===== config.mk =====
export PLATFORM = sky130hd
export DESIGN_NAME = mcfl_front
export DESIGN_NICKNAME = d
export VERILOG_FILES = /design/src/mcfl_pkg.sv /design/src/mcfl_front.sv
export SDC_FILE = /design/constraint.sdc
export NUM_CORES = 1
export LEC_CHECK = 0
export ABC_CLOCK_PERIOD_IN_PS = 15300
export BUFFER_PORTS_ARGS = -buffer_cell sky130_fd_sc_hd__clkbuf_2
export CAP_MARGIN = 15
export CORE_UTILIZATION = 35
export DETAILED_ROUTE_END_ITERATION = 8
export GPL_TIMING_DRIVEN = 0
export PLACE_DENSITY = 0.64
export SYNTH_ARGS = -nofsm -noshare
export SYNTH_HDL_FRONTEND = slang
export SYNTH_SLANG_ARGS = --single-unit

===== constraint.sdc =====
create_clock -name clk_i -period 15.3 [get_ports clk_i]
set_clock_uncertainty 0.2 [all_clocks]
set_input_delay 3.06 -clock clk_i [delete_from_list [all_inputs] [get_ports clk_i]]
set_output_delay 3.06 -clock clk_i [all_outputs]
set_load 0.02 [all_outputs]

===== src/mcfl_pkg.sv =====
// mcfl_pkg: shared types and constants of the mhd cfl time step block
// cell and result payloads, configuration struct, register indexes
// no dependencies
`default_nettype none
package mcfl_pkg;

  localparam int unsigned AddrWidth = 4;

  localparam logic [1:0] RegGamma   = 2'd0;
  localparam logic [1:0] RegWidth   = 2'd1;
  localparam logic [1:0] RegOffset  = 2'd2;
  localparam logic [1:0] RegCourant = 2'd3;

  localparam logic [17:0] GammaReset   = 18'd109227;
  localparam logic [30:0] WidthReset   = 31'd655;
  localparam logic [15:0] OffsetReset  = 16'd1;
  localparam logic [16:0] CourantReset = 17'd45875;

  localparam logic [17:0] OneQ16   = 18'd65536;
  localparam logic [63:0] SqCap    = 64'h0000_8000_0000_0000;
  localparam logic [63:0] SpeedCap = 64'h0000_7FFF_FFFF_FFFF;

  typedef struct packed {
    logic signed [31:0] density;
    logic signed [31:0] momentum_x;
    logic signed [31:0] momentum_y;
    logic signed [31:0] momentum_z;
    logic signed [31:0] field_x;
    logic signed [31:0] field_y;
    logic signed [31:0] field_z;
    logic signed [31:0] total_energy;
    logic               last_cell;
  } cell_t;

  typedef struct packed {
    logic [31:0] time_step;
    logic        bad_cell;
  } result_t;

  typedef struct packed {
    logic [17:0] gamma_ratio;
    logic [30:0] cell_width;
    logic [15:0] small_offset;
    logic [16:0] courant_number;
  } cfg_t;

  // queue entry: cell plus front classification
  typedef struct packed {
    cell_t data;
    logic  no_mass;
  } qent_t;

endpackage
`default_nettype wire


===== src/mcfl_front.sv =====
// mcfl_front: accepts cell beats, flags nonpositive density, two-entry queue
// depends on mcfl_pkg
`default_nettype none
module mcfl_front (
  input  wire logic           clk_i,
  input  wire logic           rst_ni,
  input  wire logic           in_valid_i,
  output logic                in_stall_o,
  input  wire mcfl_pkg::cell_t in_data_i,
  input  wire logic           pop_i,
  output logic                q_valid_o,
  output mcfl_pkg::qent_t     q_data_o
);
  import mcfl_pkg::*;

  qent_t      ent_q [2];
  logic       wp_q, rp_q;
  logic [1:0] cnt_q;
  logic       push, pop;
  qent_t      ent_in;

  // classify on entry
  always_comb begin
    ent_in.data    = in_data_i;
    ent_in.no_mass = in_data_i.density[31] | (in_data_i.density == 32'sd0);
  end

  assign in_stall_o = (cnt_q == 2'd2);
  assign push       = in_valid_i & ~in_stall_o;
  assign q_valid_o  = (cnt_q != 2'd0);
  assign pop        = pop_i & q_valid_o;
  assign q_data_o   = ent_q[rp_q];

  // queue pointers and storage
  always_ff @(posedge clk_i or negedge rst_ni) begin
    if (!rst_ni) begin
      wp_q  <= 1'b0;
      rp_q  <= 1'b0;
      cnt_q <= 2'd0;
    end else begin
      if (push) wp_q <= ~wp_q;
      if (pop) rp_q <= ~rp_q;
      cnt_q <= cnt_q + {1'b0, push} - {1'b0, pop};
    end
  end

  always_ff @(posedge clk_i) begin
    if (push) ent_q[wp_q] <= ent_in;
  end

  a_no_overflow: assert property (@(posedge clk_i) disable iff (!rst_ni)
    cnt_q != 2'd3) else $error("queue count out of range");
  a_no_underflow: assert property (@(posedge clk_i) disable iff (!rst_ni)
    (cnt_q == 2'd0 && !push) |=> cnt_q == 2'd0) else $error("queue underflow");
  a_full_stalls: assert property (@(posedge clk_i) disable iff (!rst_ni)
    (cnt_q == 2'd2 && !pop) |=> cnt_q == 2'd2) else $error("queue lost entry");

endmodule
`default_nettype wire


==> results of run 1 <==
## layer usage
layer / share of wire (%) / GRT usage [%]
met4: 2.0 / 3.846
met3: 7.8 / 4.967
met1: 38 / 15.97
met5: 0.057 / 0
met2: 52 / 25.41
## cell usage in the layout, fill, tap and decap left out, types with 2 or more instances in the layout
cell type                      n
sky130_fd_sc_hd__bufinv_16     7
sky130_fd_sc_hd__buf_12        9
sky130_fd_sc_hd__ha_1          2
sky130_fd_sc_hd__clkinv_1     10
sky130_fd_sc_hd__mux2_2       56
sky130_fd_sc_hd__buf_6        25
sky130_fd_sc_hd__inv_1         2
sky130_fd_sc_hd__inv_6         2
sky130_fd_sc_hd__xnor2_1       3
sky130_fd_sc_hd__nand4_1       2
sky130_fd_sc_hd__buf_2         4
sky130_fd_sc_hd__edfxtp_1    516
sky130_fd_sc_hd__clkbuf_16    53
sky130_fd_sc_hd__clkbuf_1     11
sky130_fd_sc_hd__nor4_1        8
sky130_fd_sc_hd__clkinvlp_4    2
sky130_fd_sc_hd__clkinv_2      8
sky130_fd_sc_hd__dfrtp_1       4
sky130_fd_sc_hd__buf_16        6
sky130_fd_sc_hd__clkbuf_2    520
sky130_fd_sc_hd__mux2_4      202
## kinds of logic after synthesis
group | Yosys count | synth area share, %
flops | 520 | 79.04
fa+ha+maj | 2 | 0.1268
buf+inv | 31 | 1.566
compound gates | 1 | 0.03806
simple gates | 16 | 0.4820
xor+xnor | 4 | 0.1776
mux | 258 | 18.57
## registers in the layout, indices dropped and copies added (netlist names)
signal and count:
rp_q 1, ent_q 516, wp_q 1, cnt_q 2
## per-stage QoR
stage          instance area, um2  setup WS (ps)  setup TNS [ps]  instances  hold slack [ps]
2_1_floorplan               19730          378.8               0        832            260.8
4_1_cts                     25320           9872               0       2209            327.2
3_5_place_dp                23630           9946               0       2115            315.5
6_report                    25320           9996               0       2209            330.9
3_3_place_gp                23270          -6198        -1589410       2100            274.5
5_1_grt                     25320           9861               0       2209            362.8
## final timing paths
path | depth (start not counted) | start | slack (ps) | end
worst max register to register | 7 | cnt_q[1]$_DFF_PN0_ | 12600 | ent_q[0][97]$_DFFE_PP_
worst min-delay path | 1 | cnt_q[0]$_DFF_PN0_ | 330 | cnt_q[0]$_DFF_PN0_
worst min register to register | 1 | cnt_q[0]$_DFF_PN0_ | 330 | cnt_q[0]$_DFF_PN0_
max in group asynchronous | 1 | rst_ni | 12680 | wp_q$_DFFE_PN0N_
worst max-delay path | 5 | rp_q$_DFFE_PN0P_ | 10000 | q_data_o[191]
min in group asynchronous | 1 | rst_ni | 2080 | cnt_q[0]$_DFF_PN0_
## layout make-up
type                       count  area, um2  share of cell area [%]
buffer                        29      301.5                   1.191
sequential                   520      15600                   61.58
tap                          748      935.9                   3.696
timing repair buffer         535       2948                   11.64
clock buffer                  64       1368                   5.400
inverter                       2      7.507                 0.02965
multi-input combinational    281       3839                   15.16
clock inverter                30      329.1                   1.299
## worst max-delay path, cell delays in order, from the launching register on
cell and delay (ps):
sky130_fd_sc_hd__dfrtp_1 340, sky130_fd_sc_hd__buf_6 140, sky130_fd_sc_hd__buf_6 210, sky130_fd_sc_hd__buf_6 230, sky130_fd_sc_hd__mux2_4 370, sky130_fd_sc_hd__clkbuf_2 170
## power by group
part	internal, mW	total [mW]	switching (mW)
clock network	0.752	1.27	0.516
logic	0.821	1.92	1.10
registers	1.94	2.01	0.0695
total	3.51	5.20	1.68
==> flow_metrics.tcl, run 1 <==
set metrics [dict create \
    nets 1684 \
    area_delta_synth_final_pct 28.35 \
    numCtsBuffers 52 \
    routed_wl_mm 42.22 \
    synth_cells 832 \
    post-synth-top-count-cell "sky130_fd_sc_hd__edfxtp_1" \
    end_kind "output port" \
    clk_slew_on_worst_s_h_paths_ps 60 \
    detailroute.via_count 9851 \
    cts_resized 0 \
    global_route_wire_length_before_repair_mm 60.93 \
    clock_latency_ps 570 \
    highest_clock_rate_mhz 188.5 \
    layout_worst_path_cycle_share_pct 34.67 \
    clock_tree.root_cell "sky130_fd_sc_hd__clkbuf_16" \
    drt_first_iter_violations 356 \
    routedWlPerCell_um 19.11 \
    top_area_cells_in_the_synthesized_netlist "sky130_fd_sc_hd__edfxtp_1 79%, sky130_fd_sc_hd__mux2_4 15%, sky130_fd_sc_hd__mux2_2 3.2%, sky130_fd_sc_hd__buf_6 1.4%, sky130_fd_sc_hd__dfrtp_1 0.51%" \
    netlist.area_leader.share_pct 78.53 \
    gr-total-overflow 0 \
    postSynth.topFlopCell "sky130_fd_sc_hd__edfxtp_1" \
    grt_max_degree 58 \
    worst-slew-pin-transition_ps 653.3 \
    run_status "complete, no violations" \
    floorplan.die.width_um 239.4 \
    tritoncts "done" \
    worst-endpoint-arrival_ps 2040 \
    number_of_clock_sinks 520 \
    vias_in_the_first_global_route 10360 \
    setup_viol 0 \
    antenna_found_initial 3 \
    flops_latches_synth 520 \
    classification_of_the_worst_slack_hold_path "reg2reg" \
    cts_setup_buffers 0 \
    floorplan.die.height_um 239.4 \
    power.leakage_nw 10.08 \
    clock_path_buffers 3 \
    hold_viol 0 \
    number_of_filler_instances_in_the_final_layout 4804 \
    placementRows 86 \
    drtAntennaViolNets 0 \
    drv.max_cap_violation_count 0 \
    synth.top_cells.by_count "516 x sky130_fd_sc_hd__edfxtp_1, 202 x sky130_fd_sc_hd__mux2_4, 56 x sky130_fd_sc_hd__mux2_2" \
    avgSynthCellArea_um2 23.71 \
    fp.coreArea_mm2 0.05542 \
    initial_core_util_pct 35.60 \
    num_antenna_cells 0 \
    mappedNetlistArea_mm2 0.01973 \
    seq_area_frac_synth_pct 79.04 \
    detailed_place_hpwl_mm 30.33 \
    cts_hold_buf 0 \
    startpoint_type "flip-flop" \
    fin_crit_ps 5304 \
    fraction_of_layout_cells_with_a_size_suffix_above_1_pct 61.46 \
    crit_type "reg2out" \
    cp_max_fo 10 \
    yosysWarnings 0 \
    h_tree_level_count 2 \
    num_io_pins 521 \
    vias_per_cell 4.459 \
    synth_enable_flop_cells 516 \
    timing_max_transition_violations_final 0 \
    synth_top_cell_by_area "sky130_fd_sc_hd__edfxtp_1" \
    gp_routability_congestion 0.7572 \
    max_slew_margin_pct 56.35 \
    drt_pass1_iterations 4 \
    route.detailed.drc 0 \
    io_buffer_count 520 \
    critical_path_required_ps 12040 \
    vdd.ir_drop.worst_mv 0.1114 \
    total_power_mw 5.197 \
    total_power_divided_by_cell_area_mw_per_mm2 205.2 \
    post-route-util_pct 45.70 \
    gr-usage-all-layers_pct 14.21 \
    mappedNetlistNets 1095 \
    synth-async-reset-ratio_pct 0.7692 \
    synth.distinct_cells 19 \
    grt_setup_unrepaired "no" \
    die_outline_area_mm2 0.05732 \
]
(Power assumes the default switching activity.)
==> run 2: changes to the inputs <==
--- a/config.mk
+++ b/config.mk
@@ -5,7 +5,7 @@
 export SDC_FILE = /design/constraint.sdc
 export NUM_CORES = 1
 export LEC_CHECK = 0
-export ABC_CLOCK_PERIOD_IN_PS = 15300
+export ABC_CLOCK_PERIOD_IN_PS = 5300
 export BUFFER_PORTS_ARGS = -buffer_cell sky130_fd_sc_hd__clkbuf_2
 export CAP_MARGIN = 15
 export CORE_UTILIZATION = 35
==> constraint.sdc (replaced) <==
create_clock -name clk_i -period 5.3 [get_ports clk_i]
set_clock_uncertainty 0.2 [all_clocks]
set_input_delay 1.06 -clock clk_i [delete_from_list [all_inputs] [get_ports clk_i]]
set_output_delay 1.06 -clock clk_i [all_outputs]
set_load 0.02 [all_outputs]
==> run 2 against run 1 <==
Compared with the run above: design area about the same; highest routed layer unchanged; power grew to 2.9 times the previous value; die area unchanged; routed wire length grew 1.3%; clock power rose to 2.8 times the previous value; global-route usage is 0.11 points higher.
==> flow_metrics.tcl, run 2 (synthesis results as in run 1) <==
set metrics [dict create \
    run_status "complete, no violations" \
    final-instance-count-excl-fill 2215 \
    critical_path_required_ps 4040 \
    grt_setup_unrepaired "no" \
    crit_path_max_incr_delay_ps 330 \
    drv.max_cap_violation_count 0 \
    highest_clock_rate_mhz 301.7 \
    drt_pass1_iterations 4 \
    cts_resized 0 \
    gp_routability_congestion 0.7499 \
    floorplan.die.height_um 239.4 \
    antenna_found_initial 5 \
    slowest_stage "sky130_fd_sc_hd__dfrtp_1" \
    routed_wl_mm 42.75 \
    total_power_divided_by_cell_area_mw_per_mm2 589.5 \
    global_route_wire_length_before_repair_mm 61.33 \
    timing_max_transition_violations_final 0 \
    layout_worst_path_cycle_share_pct 62.53 \
    p_switching_mw 4.888 \
    total_power_mw 14.92 \
    final_common_cell "sky130_fd_sc_hd__clkbuf_2" \
    clock_latency_ps 580 \
    fin_crit_ps 3314 \
    worst-endpoint-arrival_ps 2050 \
    floorplan.die.width_um 239.4 \
    largestRegisters "ent_q x516, cnt_q x2" \
    detailed_place_hpwl_mm 31.13 \
    vdd.ir_drop.worst_mv 0.3305 \
    num_io_pins 521 \
    sw_frac_of_total_pct 32.75 \
    power.leakage_nw 10.07 \
    routedWlPerCell_um 19.30 \
    crit_type "reg2out" \
    gr-usage-all-layers_pct 14.32 \
    detailroute.via_count 9911 \
    clock_tree.root_cell "sky130_fd_sc_hd__clkbuf_16" \
    setup_viol 0 \
    vias_in_the_first_global_route 10450 \
    vias_per_cell 4.474 \
    timing.critical_path.max_delay_family "buffers and inverters" \
    startpoint_type "flip-flop" \
    max_ffs_per_register 516 \
    cp_max_fo 10 \
    placed_cells_incl_taps 2114 \
    p_comb_share_pct 37.1 \
    reg2reg_slack_ps 2490 \
    highest-signal-layer "met5" \
    placementRows 86 \
    tritoncts "done" \
    p_int_mw 10.04 \
    cts_setup_buffers 0 \
    post-route-util_pct 45.69 \
    route.met3.wl_mm 3.657 \
    crit_chain "buf_6 > buf_6 > buf_6 > mux2_4 > clkbuf_2" \
    regMostFlops "ent_q" \
    m1WireLength_mm 15.63 \
    area_delta_synth_final_pct 28.32 \
    p_seq_share_pct 38.9 \
    fin_setup_tns_ps 0 \
    numCtsBuffers 55 \
    worst-slew-pin-transition_ps 829.7 \
    final_cell_mix "520 x sky130_fd_sc_hd__clkbuf_2, 516 x sky130_fd_sc_hd__edfxtp_1, 202 x sky130_fd_sc_hd__mux2_4, 57 x sky130_fd_sc_hd__clkbuf_16, 56 x sky130_fd_sc_hd__mux2_2" \
    hold_viol 0 \
    fp.coreArea_mm2 0.05542 \
    h_tree_level_count 2 \
    clock_path_buffers 3 \
    drtAntennaViolNets 0 \
    max_slew_margin_pct 44.68 \
    crit_top_cell "sky130_fd_sc_hd__buf_6" \
    grt_max_degree 61 \
    io_buffer_count 520 \
    worstPathBufferInverterCount 4 \
    nets 1686 \
    met2_wirelength_mm 22.40 \
    die_outline_area_mm2 0.05732 \
    num_antenna_cells 0 \
    clk_slew_on_worst_s_h_paths_ps 60 \
    classification_of_the_worst_slack_hold_path "in2async" \
    pwr-share-clk_pct 24.0 \
    number_of_clock_sinks 520 \
    drt_first_iter_violations 409 \
    fraction_of_layout_cells_with_a_size_suffix_above_1_pct 61.42 \
    cts_hold_buf 0 \
    gr-total-overflow 0 \
    end_kind "output port" \
    route.detailed.drc 0 \
    initial_core_util_pct 35.60 \
]
run 2: cell types whose count changed in the layout (fill, tap and decap cells not counted), sizes merged:
cell      delta
clkinvlp     +1
clkbuf       +6
inv          +1
bufinv       -5
clkinv       +4
buf          -1
run 2: per-stage QoR:
step	hold WS [ps]	cell area, um2	worst slack [ps]
after floorplan	283.4	19760	-239.6
after global placement	300.3	23290	-2698
after detailed placement	310.6	23630	1847
after CTS	19.24	25320	1879
after global routing	43.39	25320	1864
final	78.78	25320	1986
run 2: worst paths after layout:
kind                               startpoint                      end  cells past startpoint
max in group asynchronous              rst_ni         wp_q$_DFFE_PN0N_                      1
min reg2reg                cnt_q[0]$_DFF_PN0_       cnt_q[0]$_DFF_PN0_                      1
max reg2reg                cnt_q[0]$_DFF_PN0_  ent_q[0][183]$_DFFE_PP_                      7
min in group clk_i         cnt_q[0]$_DFF_PN0_       cnt_q[0]$_DFF_PN0_                      1
min                                    rst_ni       cnt_q[0]$_DFF_PN0_                      1
max                          rp_q$_DFFE_PN0P_             q_data_o[90]                      5
run 2: final cells by class:
class	count	area (um2)
tap	748	935.9
inverter	2	7.507
clock inverter	31	212.7
timing repair buffer	534	2935
buffer	29	301.5
multi-input combinational	281	3855
sequential	520	15600
clock buffer	70	1475
fill	4822	30100
run 2: routing by layer:
layer | global-route usage, % | vias up
met5 | 0 | -
met4 | 4.973 | 10
met2 | 25.53 | 321
met3 | 5.428 | 68
met1 | 15.45 | 4961
li1 | - | 4551
run 2: power by group through the flow:
stage                     Combinational [mW]  Clock (mW)  Sequential, mW
after floorplan                         3.80           0            5.98
after global placement                  5.40           0            6.09
after detailed placement                5.63           0            5.90
after CTS                               5.64        3.70            5.82
after global routing                    5.86        3.83            5.88
final                                   5.53        3.58            5.81
==> run 3: changes to the inputs <==
--- a/config.mk
+++ b/config.mk
@@ -5,13 +5,13 @@
 export SDC_FILE = /design/constraint.sdc
 export NUM_CORES = 1
 export LEC_CHECK = 0
-export ABC_CLOCK_PERIOD_IN_PS = 5300
+export ABC_CLOCK_PERIOD_IN_PS = 2950
 export BUFFER_PORTS_ARGS = -buffer_cell sky130_fd_sc_hd__clkbuf_2
 export CAP_MARGIN = 15
 export CORE_UTILIZATION = 35
 export DETAILED_ROUTE_END_ITERATION = 8
 export GPL_TIMING_DRIVEN = 0
-export PLACE_DENSITY = 0.64
+export PLACE_DENSITY = 0.66
 export SYNTH_ARGS = -nofsm -noshare
 export SYNTH_HDL_FRONTEND = slang
 export SYNTH_SLANG_ARGS = --single-unit
==> constraint.sdc (replaced) <==
create_clock -name clk_i -period 2.95 [get_ports clk_i]
set_clock_uncertainty 0.2 [all_clocks]
set_input_delay 0.59 -clock clk_i [delete_from_list [all_inputs] [get_ports clk_i]]
set_output_delay 0.59 -clock clk_i [all_outputs]
set_load 0.02 [all_outputs]
==> run 3 against run 2 <==
Compared with the run above: first-iteration DRC count rose by 2.0%; flip-flop and latch count did not move; routed wire length rose by 5.8%; cell count rose by 11%; worst setup slack got worse by 1800 ps; global-route usage rose by 0.85 points; highest routed layer unchanged; worst hold slack got worse by 36 ps; clock-buffer cell count fell by 6; sequential share of layout area fell by 5.4 points; via count rose by 9.4%.
==> flow_metrics.tcl, run 3 (synthesis results as in run 1) <==
set metrics [dict create \
    run_status "complete, no violations" \
    total_power_mw 27.00 \
    io_buffer_count 520 \
    cp_max_fo 10 \
    vias_in_the_first_global_route 11710 \
    grt_setup_unrepaired "no" \
    fin_crit_ps 2807 \
    total_power_divided_by_cell_area_mw_per_mm2 973.1 \
    final_cell_mix "520 x sky130_fd_sc_hd__clkbuf_2, 516 x sky130_fd_sc_hd__edfxtp_1, 248 x sky130_fd_sc_hd__dlygate4sd3_1, 202 x sky130_fd_sc_hd__mux2_4, 56 x sky130_fd_sc_hd__mux2_2" \
    fp.coreArea_mm2 0.05542 \
    initial_core_util_pct 35.60 \
    routed_wl_mm 45.22 \
    seqCellArea_mm2 0.01560 \
    layout_worst_path_cycle_share_pct 95.15 \
    num_io_pins 521 \
    largestRegisters "ent_q x516, cnt_q x2" \
    route.met3.wl_mm 3.328 \
    area_delta_synth_final_pct 40.63 \
    crit_top_cell "sky130_fd_sc_hd__buf_6" \
    regMostFlops "ent_q" \
    nets 1932 \
    fraction_of_layout_cells_with_a_size_suffix_above_1_pct 52.48 \
    worst-slew-pin-transition_ps 577.9 \
    worst-endpoint-arrival_ps 2020 \
    highest-signal-layer "met5" \
    number_of_clock_sinks 520 \
    crit_path_max_incr_delay_ps 340 \
    tritoncts "done" \
    vias_per_cell 4.403 \
    grt_max_degree 61 \
    slowest_stage "sky130_fd_sc_hd__dfrtp_1" \
    met2_wirelength_mm 23.94 \
    routedWlPerCell_um 18.37 \
    numCtsBuffers 52 \
    placementRows 86 \
    multi_input_comb_area_mm2 0.003869 \
    number_of_filler_instances_in_the_final_layout 4481 \
    drt_pass1_iterations 4 \
    detailroute.via_count 10840 \
    gr-total-overflow 0 \
    hold_viol 0 \
    classification_of_the_worst_slack_hold_path "in2reg" \
    startpoint_type "flip-flop" \
    antenna_found_initial 5 \
    drt_first_iter_violations 417 \
    critical_path_required_ps 2160 \
    gp_routability_congestion 0.7428 \
    final_common_cell "sky130_fd_sc_hd__clkbuf_2" \
    m1WireLength_mm 16.65 \
    floorplan.die.width_um 239.4 \
    route.detailed.drc 0 \
    vdd.ir_drop.worst_mv 0.7492 \
    timing_max_transition_violations_final 0 \
    die_outline_area_mm2 0.05732 \
    max_slew_margin_pct 61.43 \
    cts_setup_buffers 0 \
    detailed_place_hpwl_mm 30.30 \
    max_ffs_per_register 516 \
    global_route_wire_length_before_repair_mm 65.85 \
    post-route-util_pct 50.07 \
    clk_slew_on_worst_s_h_paths_ps 60 \
    clock_path_buffers 3 \
    crit_type "reg2out" \
    power.leakage_nw 11.08 \
    fin_setup_tns_ps 0 \
    h_tree_level_count 2 \
    setup_viol 0 \
    clock_latency_ps 590 \
    highest_clock_rate_mhz 356.3 \
    floorplan.die.height_um 239.4 \
    clock_tree.root_cell "sky130_fd_sc_hd__clkbuf_16" \
    gr-usage-all-layers_pct 15.17 \
    drv.max_cap_violation_count 0 \
    drtAntennaViolNets 0 \
    crit_chain "buf_6 > buf_6 > buf_6 > mux2_4 > clkbuf_2" \
    end_kind "output port" \
]
## run 3: cell types whose count changed in the layout (fill, tap and decap cells not counted), moves of 2 or more
| cell | before | now |
|---|---|---|
| sky130_fd_sc_hd__buf_8 | 0 | 2 |
| sky130_fd_sc_hd__clkinv_1 | 12 | 15 |
| sky130_fd_sc_hd__clkbuf_1 | 13 | 11 |
| sky130_fd_sc_hd__clkbuf_16 | 57 | 53 |
| sky130_fd_sc_hd__dlygate4sd3_1 | 0 | 248 |
| sky130_fd_sc_hd__buf_6 | 25 | 23 |
## run 3: per-stage QoR
step | area [um2] | hold WS [ps] | std cells | setup slack [ps]
after global routing | 27750 | 4.969 | 2462 | 17.39
after global placement | 23300 | 202.1 | 2100 | -4479
after CTS | 27730 | 5.893 | 2460 | 1.866
final | 27750 | 42.87 | 2462 | 143.0
after floorplan | 19760 | 94.41 | 832 | -2114
after detailed placement | 23640 | 206.2 | 2114 | -183.4
## run 3: cell type report
type                       count  share of cell area [%]
multi-input combinational    282                   13.94
clock inverter                34                  0.8748
antenna                        1                0.009019
sequential                   520                   56.21
tap                          748                   3.373
timing repair buffer         782                   19.53
inverter                       2                 0.02706
buffer                        29                   1.114
clock buffer                  64                   4.929
## run 3: routing by layer
layer  global-route usage, %  vias up
li1                        -     5020
met1                   16.11     5347
met2                   27.95      375
met3                   5.071       90
met4                   5.031        8
met5                       0        -
## run 3: power breakdown
group	internal (mW)	switching, mW
combinational	4.49	5.80
sequential	10.1	0.374
clock	3.55	2.72
## run 3: repair_timing
item / 4_1_cts / 5_1_grt
resized for setup: 1 / 1
setup endpoints to repair: 1 / 37
cloned: 0 / 1
hold buffers: 248 / 0
hold endpoints to repair: 498 / 0
pin swaps: 0 / 1
## run 3: final timing paths
| path | from | to | slack, ps | depth (start not counted) |
|---|---|---|---|---|
| max reg2reg | cnt_q[1]$_DFF_PN0_ | ent_q[0][180]$_DFFE_PP_ | 240 | 8 |
| max in group asynchronous | rst_ni | cnt_q[1]$_DFF_PN0_ | 2250 | 2 |
| min in group asynchronous | rst_ni | rp_q$_DFFE_PN0P_ | 170 | 2 |
| min | in_data_i[228] | ent_q[0][229]$_DFFE_PP_ | 40 | 1 |
| min reg2reg | cnt_q[0]$_DFF_PN0_ | cnt_q[0]$_DFF_PN0_ | 340 | 1 |
| max | rp_q$_DFFE_PN0P_ | q_data_o[62] | 140 | 5 |
## run 3: worst max-delay path, delay by kind of cell (launching register included)
family | cells | cell delay (ps)
buffers and inverters | 4 | 760
DFF | 1 | 340
muxes | 1 | 310
